==> src/rtl/erdl_pkg.sv <==
// ----------------------------------------------------------------------------
// erdl_pkg
// shared types and constants for the echo and reverb delay line unit
// ----------------------------------------------------------------------------
package erdl_pkg;

  localparam int DATA_W   = 32;
  localparam int LEN_W    = 18;
  localparam int MIX_W    = 17;
  localparam int FB_W     = 16;
  localparam int GAIN_W   = 17;
  localparam int COEF_W   = 18;
  localparam int PROD_W   = 50;
  localparam int ACC_W    = 51;
  localparam int RND_W    = ACC_W - 12;
  localparam int APB_AW   = 5;
  localparam int APB_DW   = 32;
  localparam int REG_IDX_W = 3;

  localparam logic [MIX_W-1:0]  MIX_ONE     = 17'd65536;
  localparam logic [FB_W-1:0]   FB_MAX      = 16'd40960;
  localparam logic [GAIN_W-1:0] IN_GAIN_MAX = 17'd98304;

  localparam logic [LEN_W-1:0]  ECHO_LENGTH_RST   = 18'd44100;
  localparam logic [LEN_W-1:0]  REVERB_LENGTH_RST = 18'd88200;
  localparam logic [MIX_W-1:0]  MIX_RST           = 17'd32768;
  localparam logic [FB_W-1:0]   FB_RST            = 16'd2048;
  localparam logic [GAIN_W-1:0] GAIN_RST          = 17'd4096;

  typedef enum logic [REG_IDX_W-1:0] {
    REG_ECHO_LENGTH       = 3'd0,
    REG_REVERB_LENGTH     = 3'd1,
    REG_ECHO_MIX          = 3'd2,
    REG_FEEDBACK_GAIN     = 3'd3,
    REG_ECHO_INPUT_GAIN   = 3'd4,
    REG_REVERB_MIX        = 3'd5,
    REG_REVERB_INPUT_GAIN = 3'd6
  } reg_idx_t;

  typedef enum logic [2:0] {
    ST_IDLE,
    ST_ECHO_FB,
    ST_ECHO_MIX,
    ST_ECHO_OUT,
    ST_REV_FB,
    ST_REV_MIX,
    ST_REV_OUT
  } state_t;

  typedef struct packed {
    logic load_in;
    logic sel_rev;
    logic mul_fb;
    logic mul_mix;
    logic pass_echo;
    logic load_out;
  } dp_cmd_t;

  typedef struct packed {
    logic [LEN_W-1:0]  echo_length;
    logic [LEN_W-1:0]  reverb_length;
    logic [MIX_W-1:0]  echo_mix;
    logic [FB_W-1:0]   feedback_gain;
    logic [GAIN_W-1:0] echo_input_gain;
    logic [MIX_W-1:0]  reverb_mix;
    logic [GAIN_W-1:0] reverb_input_gain;
  } cfg_t;

  typedef struct packed {
    logic echo_clr;
    logic rev_clr;
  } clr_t;

  typedef struct packed {
    logic               clip;
    logic signed [DATA_W-1:0] value;
  } sat_t;

  function automatic sat_t sat32(input logic signed [RND_W-1:0] v);
    sat_t r;
    logic same;
    same = (&v[RND_W-1:DATA_W-1]) | ~(|v[RND_W-1:DATA_W-1]);
    if (same) begin
      r.clip  = 1'b0;
      r.value = v[DATA_W-1:0];
    end else if (v[RND_W-1]) begin
      r.clip  = 1'b1;
      r.value = {1'b1, {(DATA_W-1){1'b0}}};
    end else begin
      r.clip  = 1'b1;
      r.value = {1'b0, {(DATA_W-1){1'b1}}};
    end
    return r;
  endfunction

endpackage

==> src/rtl/erdl_ctrl.sv <==
// ----------------------------------------------------------------------------
// erdl_ctrl
// sequencer for the echo pass, the reverb pass and the result transaction
// ----------------------------------------------------------------------------
module erdl_ctrl (
  input  logic              clk,
  input  logic              rst,
  input  logic              in_valid,
  output logic              in_ready,
  output logic              out_valid,
  input  logic              out_ready,
  output erdl_pkg::dp_cmd_t cmd
);

  erdl_pkg::state_t state, state_next;
  logic             out_valid_next;

  always_ff @(posedge clk) begin
    if (rst) begin
      state     <= erdl_pkg::ST_IDLE;
      out_valid <= 1'b0;
    end else begin
      state     <= state_next;
      out_valid <= out_valid_next;
    end
  end

  always_comb begin
    state_next = state;
    in_ready   = 1'b0;
    cmd        = '0;
    unique case (state)
      erdl_pkg::ST_IDLE: begin
        in_ready = 1'b1;
        if (in_valid) begin
          cmd.load_in = 1'b1;
          state_next  = erdl_pkg::ST_ECHO_FB;
        end
      end
      erdl_pkg::ST_ECHO_FB: begin
        cmd.mul_fb = 1'b1;
        state_next = erdl_pkg::ST_ECHO_MIX;
      end
      erdl_pkg::ST_ECHO_MIX: begin
        cmd.mul_mix = 1'b1;
        state_next  = erdl_pkg::ST_ECHO_OUT;
      end
      erdl_pkg::ST_ECHO_OUT: begin
        cmd.pass_echo = 1'b1;
        state_next    = erdl_pkg::ST_REV_FB;
      end
      erdl_pkg::ST_REV_FB: begin
        cmd.sel_rev = 1'b1;
        cmd.mul_fb  = 1'b1;
        state_next  = erdl_pkg::ST_REV_MIX;
      end
      erdl_pkg::ST_REV_MIX: begin
        cmd.sel_rev = 1'b1;
        cmd.mul_mix = 1'b1;
        state_next  = erdl_pkg::ST_REV_OUT;
      end
      erdl_pkg::ST_REV_OUT: begin
        cmd.sel_rev = 1'b1;
        if (!out_valid || out_ready) begin
          cmd.load_out = 1'b1;
          state_next   = erdl_pkg::ST_IDLE;
        end
      end
      default: begin
        state_next = erdl_pkg::ST_IDLE;
      end
    endcase
  end

  always_comb begin
    priority if (cmd.load_out) begin
      out_valid_next = 1'b1;
    end else if (out_ready) begin
      out_valid_next = 1'b0;
    end else begin
      out_valid_next = out_valid;
    end
  end

endmodule

==> config.mk <==
export PLATFORM = sky130hd
export DESIGN_NAME = erdl_ctrl
export DESIGN_NICKNAME = d
export VERILOG_FILES = /design/src/rtl/erdl_pkg.sv /design/src/rtl/erdl_ctrl.sv
export SDC_FILE = /design/constraint.sdc
export NUM_CORES = 1
export LEC_CHECK = 0
export ABC_AREA = 1
export BUFFER_PORTS_ARGS = -buffer_cell sky130_fd_sc_hd__buf_2
export CELL_PAD_IN_SITES_DETAIL_PLACEMENT = 1
export CELL_PAD_IN_SITES_GLOBAL_PLACEMENT = 1
export CORE_AREA = 2 2 39 41
export DETAILED_ROUTE_END_ITERATION = 10
export DIE_AREA = 0 0 41 43
export MAX_ROUTING_LAYER = met4
export PLACE_DENSITY = 0.59
export SLEW_MARGIN = 30
export SYNTH_ARGS = -nofsm -noshare
export SYNTH_HDL_FRONTEND = slang
export SYNTH_SLANG_ARGS = --single-unit
==> constraint.sdc <==
create_clock -name clk -period 1.19 [get_ports clk]
set_clock_uncertainty 0.1 [all_clocks]
set_input_delay 0.119 -clock clk [delete_from_list [all_inputs] [get_ports clk]]
set_output_delay 0.119 -clock clk [all_outputs]
set_load 0.01 [all_outputs]
==> results.md <==
- Seq cells post-synth: 4
- Register Area: 91.3 µm²
- Crit Reg-Reg Startpoint: state[2]
- Fin crit share: 1.00
- Worst-skew pair later-pin latency: 0.23 ns
- ANT cells: 0
- Final Hold Vio Count: 0
- I/O Pins: 12
- Power Dens Cells: 1180 nW/µm²
- YS warnings: 0
- CP max stage cell: dfxtp_4
- Slew headroom: 0.907
- Sw Ratio: 0.309
- # setup viols final: 1
- Number of cells in the finished layout apart from fillers: 72
- Antenna-violating nets left: 0
- Critical path class: flip-flop to primary output
- Initial Util: 0.171
- Slowest cell delay on critical path: 0.36 ns
- Placed instance count: 66
- Critical Path, Cell by Cell: inv_4, nand3_1, o21ai_1, buf_2
- Initial antenna violation count: 0
- Worst Slack Setup Final: -0.00165 ns
- Flop pwr share: 0.364
- Detailed placer's ending HPWL: 505 µm
- Worst slack, placed: 0.0781 ns
- Max-Cap Viols: 0
- Critical Path Start Type: flip-flop
- Sequential share of the synthesized area: 0.339
- Net Count, Synth: 44
- Post-synth top area share: 0.339
- Final #Nets: 62
- CP Max Fanout: 6
- Most common cell after layout, fill and taps aside: buf_2
- Clk sinks: 4
- Final min period: 1.19 ns
- Share of cells above drive strength 1: 0.482
- Max Transition Viols Final: 0
- Number of global-route vias before repair: 292
- Util after Layout: 0.281
- Area growth, synth to finish: 64.6%
- Port bufs: 11
- Internal power: 0.000318 W
- Worst EP arrival: 0.97 ns
- Buf/Inv on CP: 2
- Fill cells: 188
- VDD IR max: 0.356 mV
- Unrepaired setup endpoints after global routing: true
- Die height: 43 µm
- Root Driver: clkbuf_4
- Hold Crit Start: in_valid
- Failing checks: negative setup slack
- DRT iter0 DRCs: 2
- Mapped Cells: 40
- Yosys top cell by area: dfxtp_1
- Largest net degree at the start of global routing: 8
- GPL Wtd Cong: 0.611
- Most frequent cells in the layout: buf_2 (11), nor2_1 (9), nand2_1 (7)
- Comb pwr share: 0.290
- Via density: 4.15
- Total wire length: 639 µm
- Die width: 41 µm
- Power Total: 0.000460 W
- Clock Path Buffers: 2
- Min-delay worst type: input port to flip-flop
- Worst EP required: 0.97 ns
- GRT Total Usage: 0.0864
- Status: finished with violations
- Clk pwr share: 0.346
- Psw: 0.000142 W
- Routed vias: 299
- # H-tree levels: 1
- Mapped Area: 236 µm²
- Core footprint: 1380 µm²
- Die area: 1760 µm²
- Top cells by area, synth: dfxtp_1 (34%), nor2_1 (14%), inv_1 (11%)
- Syn_area_per_cell: 5.91 µm²
- First-pass GRT wire length: 1020 µm
- Clk pin slew, worst setup/hold paths: 0.04 ns
- Critical Path Source: state[2]
- Footprint of the multi-input gates: 141 µm²
- Fmax: 839 MHz
- Num CTS Buffers: 3
- TritonCTS clock tree: done
- Crit path max-delay family: flip-flops
- LEAKAGE: 0.211 nW
- Wire per inst: 8.88 µm
- Critical Path End Type: primary output
- Post-synth cell types: 11
- Grt total ovfl: 0
- Measured slew at the worst slew-check pin: 0.139 ns
- Row count: 14
- Drt drc: 0
- 1st-pass router iterations: 2
[state kept, by name, summed over array words and instances, names as in the netlist]
register,flops
state,3
out_valid,1
[power by group through the flow]
stage	Clock (W)	Combinational (W)	Sequential, W
finish	0.000159	0.000133	0.000168
global placement	0	0.000105	0.000163
global route	0.000179	0.000150	0.000170
floorplan	0	0.0000680	0.000160
CTS	0.000171	0.000128	0.000168
detailed placement	0	0.000106	0.000164
[synth_stat cells]
library cell	count
a21oi_1	3
buf_4	1
dfxtp_1	4
inv_1	7
nand2_1	7
nand2_2	1
nand3_1	4
nor2_1	9
nor2_2	1
nor3_1	1
o21ai_0	2
[per-stage QoR]
stage	TNS, ns	area (µm²)	hold slack (ns)
global route	-0.300	389	0.146
floorplan	0	236	0.0881
global placement	0	304	0.243
detailed placement	0	304	0.236
finish	-0.00165	389	0.116
CTS	-0.0202	378	0.0998
[path summary, 6_finish.rpt]
check / endpoint / slack, ns / depth (start not counted)
worst min register to register: out_valid / 0.43 / 2
worst min-delay path: state[0] / 0.12 / 5
worst max-delay path: cmd[2] / -0.002 / 4
worst max register to register: state[2] / 0.15 / 5
[repair_timing]
item,CTS,global route
hold buffers,1,0
hold endpoints to repair,3,0
resized for setup,17,1
setup endpoints to repair,7,7
buffers inserted,1,1
[layout make-up]
class                      instances  area share
clock buffer                       3      0.0579
timing repair buffer              14       0.206
multi-input combinational         28       0.363
inverter                           7      0.0868
tap                               16      0.0514
sequential                         4       0.235
[worst reg2reg max path: stages, from the launching register on]
cell     delay (ns)
dfxtp_4        0.38
buf_4          0.12
nand2_1        0.06
nor2_1         0.09
nand2_1        0.05
a21oi_1        0.15
[kinds of logic after synthesis]
family,Yosys count,synth area share
and+or+nand+nor,23,0.413
AOI/OAI and AO/OA,5,0.106
buffers and inverters,8,0.143
DFF,4,0.339
[per-layer routing]
metal,up-vias,part of all wire,track usage
li1,156,-,-
met1,138,0.34,0.0932
met2,5,0.60,0.134
met3,0,0.050,0.0157
met4,0,0,0.0600
met5,-,0,-
Power figures use the tool's default switching activity.
