## src/rtl/erdl_pkg.sv

```systemverilog
// ----------------------------------------------------------------------------
// erdl_pkg
// shared types and constants for the echo and reverb delay line unit
// ----------------------------------------------------------------------------
package erdl_pkg;

  localparam int DATA_W   = 32;
  localparam int LEN_W    = 18;
  localparam int MIX_W    = 17;
  localparam int FB_W     = 16;
  localparam int GAIN_W   = 17;
  localparam int COEF_W   = 18;
  localparam int PROD_W   = 50;
  localparam int ACC_W    = 51;
  localparam int RND_W    = ACC_W - 12;
  localparam int APB_AW   = 5;
  localparam int APB_DW   = 32;
  localparam int REG_IDX_W = 3;

  localparam logic [MIX_W-1:0]  MIX_ONE     = 17'd65536;
  localparam logic [FB_W-1:0]   FB_MAX      = 16'd40960;
  localparam logic [GAIN_W-1:0] IN_GAIN_MAX = 17'd98304;

  localparam logic [LEN_W-1:0]  ECHO_LENGTH_RST   = 18'd44100;
  localparam logic [LEN_W-1:0]  REVERB_LENGTH_RST = 18'd88200;
  localparam logic [MIX_W-1:0]  MIX_RST           = 17'd32768;
  localparam logic [FB_W-1:0]   FB_RST            = 16'd2048;
  localparam logic [GAIN_W-1:0] GAIN_RST          = 17'd4096;

  typedef enum logic [REG_IDX_W-1:0] {
    REG_ECHO_LENGTH       = 3'd0,
    REG_REVERB_LENGTH     = 3'd1,
    REG_ECHO_MIX          = 3'd2,
    REG_FEEDBACK_GAIN     = 3'd3,
    REG_ECHO_INPUT_GAIN   = 3'd4,
    REG_REVERB_MIX        = 3'd5,
    REG_REVERB_INPUT_GAIN = 3'd6
  } reg_idx_t;

  typedef enum logic [2:0] {
    ST_IDLE,
    ST_ECHO_FB,
    ST_ECHO_MIX,
    ST_ECHO_OUT,
    ST_REV_FB,
    ST_REV_MIX,
    ST_REV_OUT
  } state_t;

  typedef struct packed {
    logic load_in;
    logic sel_rev;
    logic mul_fb;
    logic mul_mix;
    logic pass_echo;
    logic load_out;
  } dp_cmd_t;

  typedef struct packed {
    logic [LEN_W-1:0]  echo_length;
    logic [LEN_W-1:0]  reverb_length;
    logic [MIX_W-1:0]  echo_mix;
    logic [FB_W-1:0]   feedback_gain;
    logic [GAIN_W-1:0] echo_input_gain;
    logic [MIX_W-1:0]  reverb_mix;
    logic [GAIN_W-1:0] reverb_input_gain;
  } cfg_t;

  typedef struct packed {
    logic echo_clr;
    logic rev_clr;
  } clr_t;

  typedef struct packed {
    logic               clip;
    logic signed [DATA_W-1:0] value;
  } sat_t;

  function automatic sat_t sat32(input logic signed [RND_W-1:0] v);
    sat_t r;
    logic same;
    same = (&v[RND_W-1:DATA_W-1]) | ~(|v[RND_W-1:DATA_W-1]);
    if (same) begin
      r.clip  = 1'b0;
      r.value = v[DATA_W-1:0];
    end else if (v[RND_W-1]) begin
      r.clip  = 1'b1;
      r.value = {1'b1, {(DATA_W-1){1'b0}}};
    end else begin
      r.clip  = 1'b1;
      r.value = {1'b0, {(DATA_W-1){1'b1}}};
    end
    return r;
  endfunction

endpackage

```

## src/rtl/erdl_regs.sv

```systemverilog
// ----------------------------------------------------------------------------
// erdl_regs
// apb configuration registers with range limiting and line clear strobes
// ----------------------------------------------------------------------------
module erdl_regs #(
  parameter int MAX_LINE_LENGTH = 131072
) (
  input  logic                          clk,
  input  logic                          rst,
  input  logic                          psel,
  input  logic                          penable,
  input  logic                          pwrite,
  input  logic [erdl_pkg::APB_AW-1:0]   paddr,
  input  logic [erdl_pkg::APB_DW-1:0]   pwdata,
  output logic [erdl_pkg::APB_DW-1:0]   prdata,
  output erdl_pkg::cfg_t                cfg,
  output erdl_pkg::clr_t                clr
);

  localparam int LEN_W = erdl_pkg::LEN_W;

  logic                 wr_en;
  erdl_pkg::reg_idx_t   idx;

  function automatic logic [LEN_W-1:0] limit_len(input logic [LEN_W-1:0] v);
    logic [LEN_W-1:0] r;
    r = v;
    if (v == '0) begin
      r = LEN_W'(1);
    end else if (32'(v) > 32'(MAX_LINE_LENGTH)) begin
      r = LEN_W'(MAX_LINE_LENGTH);
    end
    return r;
  endfunction

  assign wr_en = psel & penable & pwrite;
  assign idx   = erdl_pkg::reg_idx_t'(paddr[erdl_pkg::APB_AW-1:2]);

  assign clr.echo_clr = wr_en && (idx == erdl_pkg::REG_ECHO_LENGTH);
  assign clr.rev_clr  = wr_en && (idx == erdl_pkg::REG_REVERB_LENGTH);

  always_ff @(posedge clk) begin
    if (rst) begin
      cfg.echo_length       <= limit_len(erdl_pkg::ECHO_LENGTH_RST);
      cfg.reverb_length     <= limit_len(erdl_pkg::REVERB_LENGTH_RST);
      cfg.echo_mix          <= erdl_pkg::MIX_RST;
      cfg.feedback_gain     <= erdl_pkg::FB_RST;
      cfg.echo_input_gain   <= erdl_pkg::GAIN_RST;
      cfg.reverb_mix        <= erdl_pkg::MIX_RST;
      cfg.reverb_input_gain <= erdl_pkg::GAIN_RST;
    end else if (wr_en) begin
      unique case (idx)
        erdl_pkg::REG_ECHO_LENGTH: begin
          cfg.echo_length <= limit_len(pwdata[LEN_W-1:0]);
        end
        erdl_pkg::REG_REVERB_LENGTH: begin
          cfg.reverb_length <= limit_len(pwdata[LEN_W-1:0]);
        end
        erdl_pkg::REG_ECHO_MIX: begin
          cfg.echo_mix <= (pwdata[erdl_pkg::MIX_W-1:0] > erdl_pkg::MIX_ONE) ?
                          erdl_pkg::MIX_ONE : pwdata[erdl_pkg::MIX_W-1:0];
        end
        erdl_pkg::REG_FEEDBACK_GAIN: begin
          cfg.feedback_gain <= (pwdata[erdl_pkg::FB_W-1:0] > erdl_pkg::FB_MAX) ?
                               erdl_pkg::FB_MAX : pwdata[erdl_pkg::FB_W-1:0];
        end
        erdl_pkg::REG_ECHO_INPUT_GAIN: begin
          cfg.echo_input_gain <=
            (pwdata[erdl_pkg::GAIN_W-1:0] > erdl_pkg::IN_GAIN_MAX) ?
            erdl_pkg::IN_GAIN_MAX : pwdata[erdl_pkg::GAIN_W-1:0];
        end
        erdl_pkg::REG_REVERB_MIX: begin
          cfg.reverb_mix <= (pwdata[erdl_pkg::MIX_W-1:0] > erdl_pkg::MIX_ONE) ?
                            erdl_pkg::MIX_ONE : pwdata[erdl_pkg::MIX_W-1:0];
        end
        erdl_pkg::REG_REVERB_INPUT_GAIN: begin
          cfg.reverb_input_gain <=
            (pwdata[erdl_pkg::GAIN_W-1:0] > erdl_pkg::IN_GAIN_MAX) ?
            erdl_pkg::IN_GAIN_MAX : pwdata[erdl_pkg::GAIN_W-1:0];
        end
        default: begin
        end
      endcase
    end
  end

  always_comb begin
    unique case (idx)
      erdl_pkg::REG_ECHO_LENGTH:       prdata = erdl_pkg::APB_DW'(cfg.echo_length);
      erdl_pkg::REG_REVERB_LENGTH:     prdata = erdl_pkg::APB_DW'(cfg.reverb_length);
      erdl_pkg::REG_ECHO_MIX:          prdata = erdl_pkg::APB_DW'(cfg.echo_mix);
      erdl_pkg::REG_FEEDBACK_GAIN:     prdata = erdl_pkg::APB_DW'(cfg.feedback_gain);
      erdl_pkg::REG_ECHO_INPUT_GAIN:   prdata = erdl_pkg::APB_DW'(cfg.echo_input_gain);
      erdl_pkg::REG_REVERB_MIX:        prdata = erdl_pkg::APB_DW'(cfg.reverb_mix);
      erdl_pkg::REG_REVERB_INPUT_GAIN: prdata = erdl_pkg::APB_DW'(cfg.reverb_input_gain);
      default:                         prdata = '0;
    endcase
  end

endmodule

```

## config.mk

```make
export PLATFORM = sky130hd
export DESIGN_NAME = erdl_regs
export DESIGN_NICKNAME = d
export VERILOG_FILES = /design/src/rtl/erdl_pkg.sv /design/src/rtl/erdl_regs.sv
export SDC_FILE = /design/constraint.sdc
export NUM_CORES = 1
export LEC_CHECK = 0
export BUFFER_PORTS_ARGS = -buffer_cell sky130_fd_sc_hd__buf_2
export CELL_PAD_IN_SITES_DETAIL_PLACEMENT = 1
export CELL_PAD_IN_SITES_GLOBAL_PLACEMENT = 2
export CORE_UTILIZATION = 26
export CTS_CLUSTER_SIZE = 8
export DETAILED_ROUTE_END_ITERATION = 10
export GPL_TIMING_DRIVEN = 0
export PLACE_DENSITY_LB_ADDON = 0.08
export SKIP_CTS_REPAIR_TIMING = 1
export SLEW_MARGIN = 20
export SYNTH_ARGS = -nofsm -noshare
export SYNTH_HDL_FRONTEND = slang
export SYNTH_SLANG_ARGS = --single-unit
```

## constraint.sdc

```tcl
create_clock -name clk -period 1.9 [get_ports clk]
set_input_delay 0.38 -clock clk [delete_from_list [all_inputs] [get_ports clk]]
set_output_delay 0.38 -clock clk [all_outputs]
set_load 0.05 [all_outputs]
```

==> impl_metrics.json <==
{
  "crit_slowest_cell": "mux4_2",
  "ant_nets": 0,
  "drv_cap": 0,
  "core_sq_um": 21800,
  "initial_core_util_pct": 26.4,
  "grt_pass1_wl_microns": 41200,
  "insertion_delay_ps": 420,
  "synth_edf_count": 0,
  "postLayoutSetupSlackWorst_ps": -241,
  "wl_per_cell_microns": 24.2,
  "reg.largest.list": "cfg: 120 flops",
  "multi_input_area_sq_um": 3440,
  "path_clk_slew_ps": 60,
  "htree_levels": 4,
  "drt_iter0_drc": 318,
  "synth_area_leader_cell": "dfxtp_1",
  "hpwl_microns": 22000,
  "post_dp_cell_area_sq_um": 7230,
  "async_flop_share_pct": 0,
  "grt_pass1_vias": 6299,
  "wirelength_microns": 29100,
  "cts_buffers": 17,
  "yosysSeqAreaShare_pct": 41.8,
  "crit_path_max_incr_delay_ps": 550,
  "critPathCaptureType": "primary output",
  "finalClockSkew_ps": 0,
  "n_fill_cell": 2551,
  "status": "complete, but fails checks",
  "dp_cells": 1148,
  "fin_nets": 955,
  "synth.most_common_cell": "nand2_1",
  "antenna_found_initial": 1,
  "max_freq_mhz": 467,
  "rsz0062_at_grt": "yes",
  "worst_setup_path_start_kind": "register",
  "use_met3_pct": 3.33,
  "fin_cells": 1205,
  "largest-register": "cfg",
  "path_cells": "mux4_2 > mux2_4 > buf_8",
  "finalCritPeriodShare_pct": 113,
  "syn_to_final_growth_pct": 49.8,
  "cts_tree": "yes",
  "grt_use_met2_pct": 43.7,
  "yosys-top-cells-area": "dfxtp_1 42%, nand2_1 9.4%, a21oi_1 8.1%",
  "cts-root-buf": "clkbuf_16",
  "violations": "negative setup slack",
  "syn_inst": 694,
  "dr.pass1.iters": 5,
  "grt_busiest_layer": "met2",
  "io_buffer_count": 161,
  "setup_violations": 12,
  "die_y_microns": 151,
  "grt_max_degree": 17,
  "seqCellArea_sq_um": 2440,
  "tightest_slew_ps": 904,
  "ys_types": 43,
  "hold_path.class": "input pin to register",
  "cts.sinks": 120,
  "p_per_area_nw_per_um2": 771,
  "criticalPathCategory": "register to primary output",
  "drc": 0,
  "postSynthAreaPerCell_sq_um": 8.28,
  "die_w_microns": 151,
  "ff2ff_setup_slack_ps": 1140,
  "syn-cell-area_sq_um": 5750,
  "required_ps": 1520,
  "grt-ovfl-total": 0,
  "irDropWorstVdd_mv": 0.557,
  "drive_gt1_share_pct": 39.7,
  "use_met1_pct": 33.5,
  "slew_headroom_pct": 39.5,
  "synthFlopType": "dfxtp_1",
  "final_cell_area_sq_um": 8610,
  "rows": 54,
  "clock_path_buffers": 2,
  "routed_via_density": 5.21,
  "io_pins": 196,
  "crit_fanout": 3,
  "synth_common_cells": "144 x nand2_1, 120 x dfxtp_1, 93 x a21oi_1",
  "hold_viol": 0,
  "period_needed_ps": 2140,
  "synth_top_area_share_pct": 41.8,
  "synth-seq-cells": 120,
  "n_antenna_cell": 0,
  "slew_viol_final": 0,
  "die_area_sq_um": 22700,
  "largest_reg_flops": 120,
  "yosys_warnings": 0,
  "gp_congestion": 0.839,
  "via_count": 6280,
  "track_usage_pct": 25.7,
  "cp_data_arrival_time_ps": 1760,
  "p_leak_nw": 3.39
}
==> layout make-up <==
class / count / share of cell area (%)
multi-input combinational: 508 / 40.0
sequential: 120 / 28.4
timing repair buffer: 189 / 14.2
buffer: 70 / 6.32
clock buffer: 19 / 5.15
tap: 280 / 4.07
clock inverter: 12 / 1.48
inverter: 7 / 0.363
==> worst max-delay path: cells and delay by family, from the launching register on <==
kind                   cells  cell delay, ps
DFF                        1             330
buffers and inverters      1             150
muxes                      2             860
==> power by group <==
| group | switching [mW] | internal [mW] |
|---|---|---|
| Combinational | 0.591 | 0.290 |
| Sequential | 0.0170 | 2.53 |
| Clock | 1.25 | 1.95 |
==> logic make-up (layout without fill, tap and decap cells) <==
| group | count (synthesis) | in the layout | share of synthesized area (%) |
|---|---|---|---|
| other cells | 1 | 14 | 0.0653 |
| mux | 39 | 39 | 8.75 |
| flops | 120 | 120 | 41.8 |
| compound gates | 172 | 172 | 18.8 |
| buf+inv | 79 | 297 | 6.42 |
| simple gates | 283 | 283 | 24.2 |
==> layout by cell type, fill, tap and decap left out, types with 4 or more instances in the layout <==
cell type,synthesis,layout
inv_1,7,4
conb_1,1,14
clkinv_2,0,4
mux2i_1,12,9
buf_12,0,11
o41ai_1,4,4
a21oi_2,0,4
buf_8,0,7
dfxtp_1,120,89
mux2_4,0,9
o221ai_4,0,10
a211o_1,9,9
mux4_2,7,7
nor2b_1,14,11
mux2_2,20,11
clkbuf_4,0,4
or3_1,7,5
nor2_1,22,19
dfxtp_2,0,31
nand3_1,35,35
a21oi_1,93,89
buf_6,2,22
clkinvlp_4,0,4
clkbuf_16,0,19
buf_2,4,139
buf_4,14,38
o21ai_0,11,9
a22oi_2,0,13
nand2b_1,9,9
nand2_1,144,141
o31ai_1,18,18
nand3b_1,31,31
o211ai_1,4,4
clkbuf_1,49,36
==> through the flow <==
step / setup TNS, ps / utilization [%] / worst slack (ps) / power, mW / hold WS, ps
6_report: -1660 / 39.6 / -241 / 6.64 / 268
5_1_grt: -2230 / 39.6 / -269 / 6.83 / 258
2_1_floorplan: -450 / - / -67.0 / 3.09 / 517
4_1_cts: -17370 / 35.9 / -772 / 6.54 / 251
3_5_place_dp: -45970 / 33.2 / -939 / 3.35 / 466
3_3_place_gp: -44600 / 33.2 / -880 / 3.34 / 462
==> final timing paths <==
| kind | start | end | depth (start not counted) |
|---|---|---|---|
| worst max-delay path | cfg[64] | prdata[13] | 3 |
| worst min-delay path | pwdata[6] | cfg[6] | 3 |
| worst min register to register | cfg[42] | cfg[42] | 2 |
| worst max register to register | cfg[108] | cfg[108] | 1 |
==> per-layer routing <==
metal / share of wire [%] / wire, microns / up-vias
li1: - / - / 2882
met1: 44 / 12900 / 3141
met2: 49 / 14200 / 217
met3: 4.7 / 1380 / 40
met4: 2.3 / 682 / 0
met5: 0 / 0 / -
Note: power is estimated with default switching activity, not from simulation.
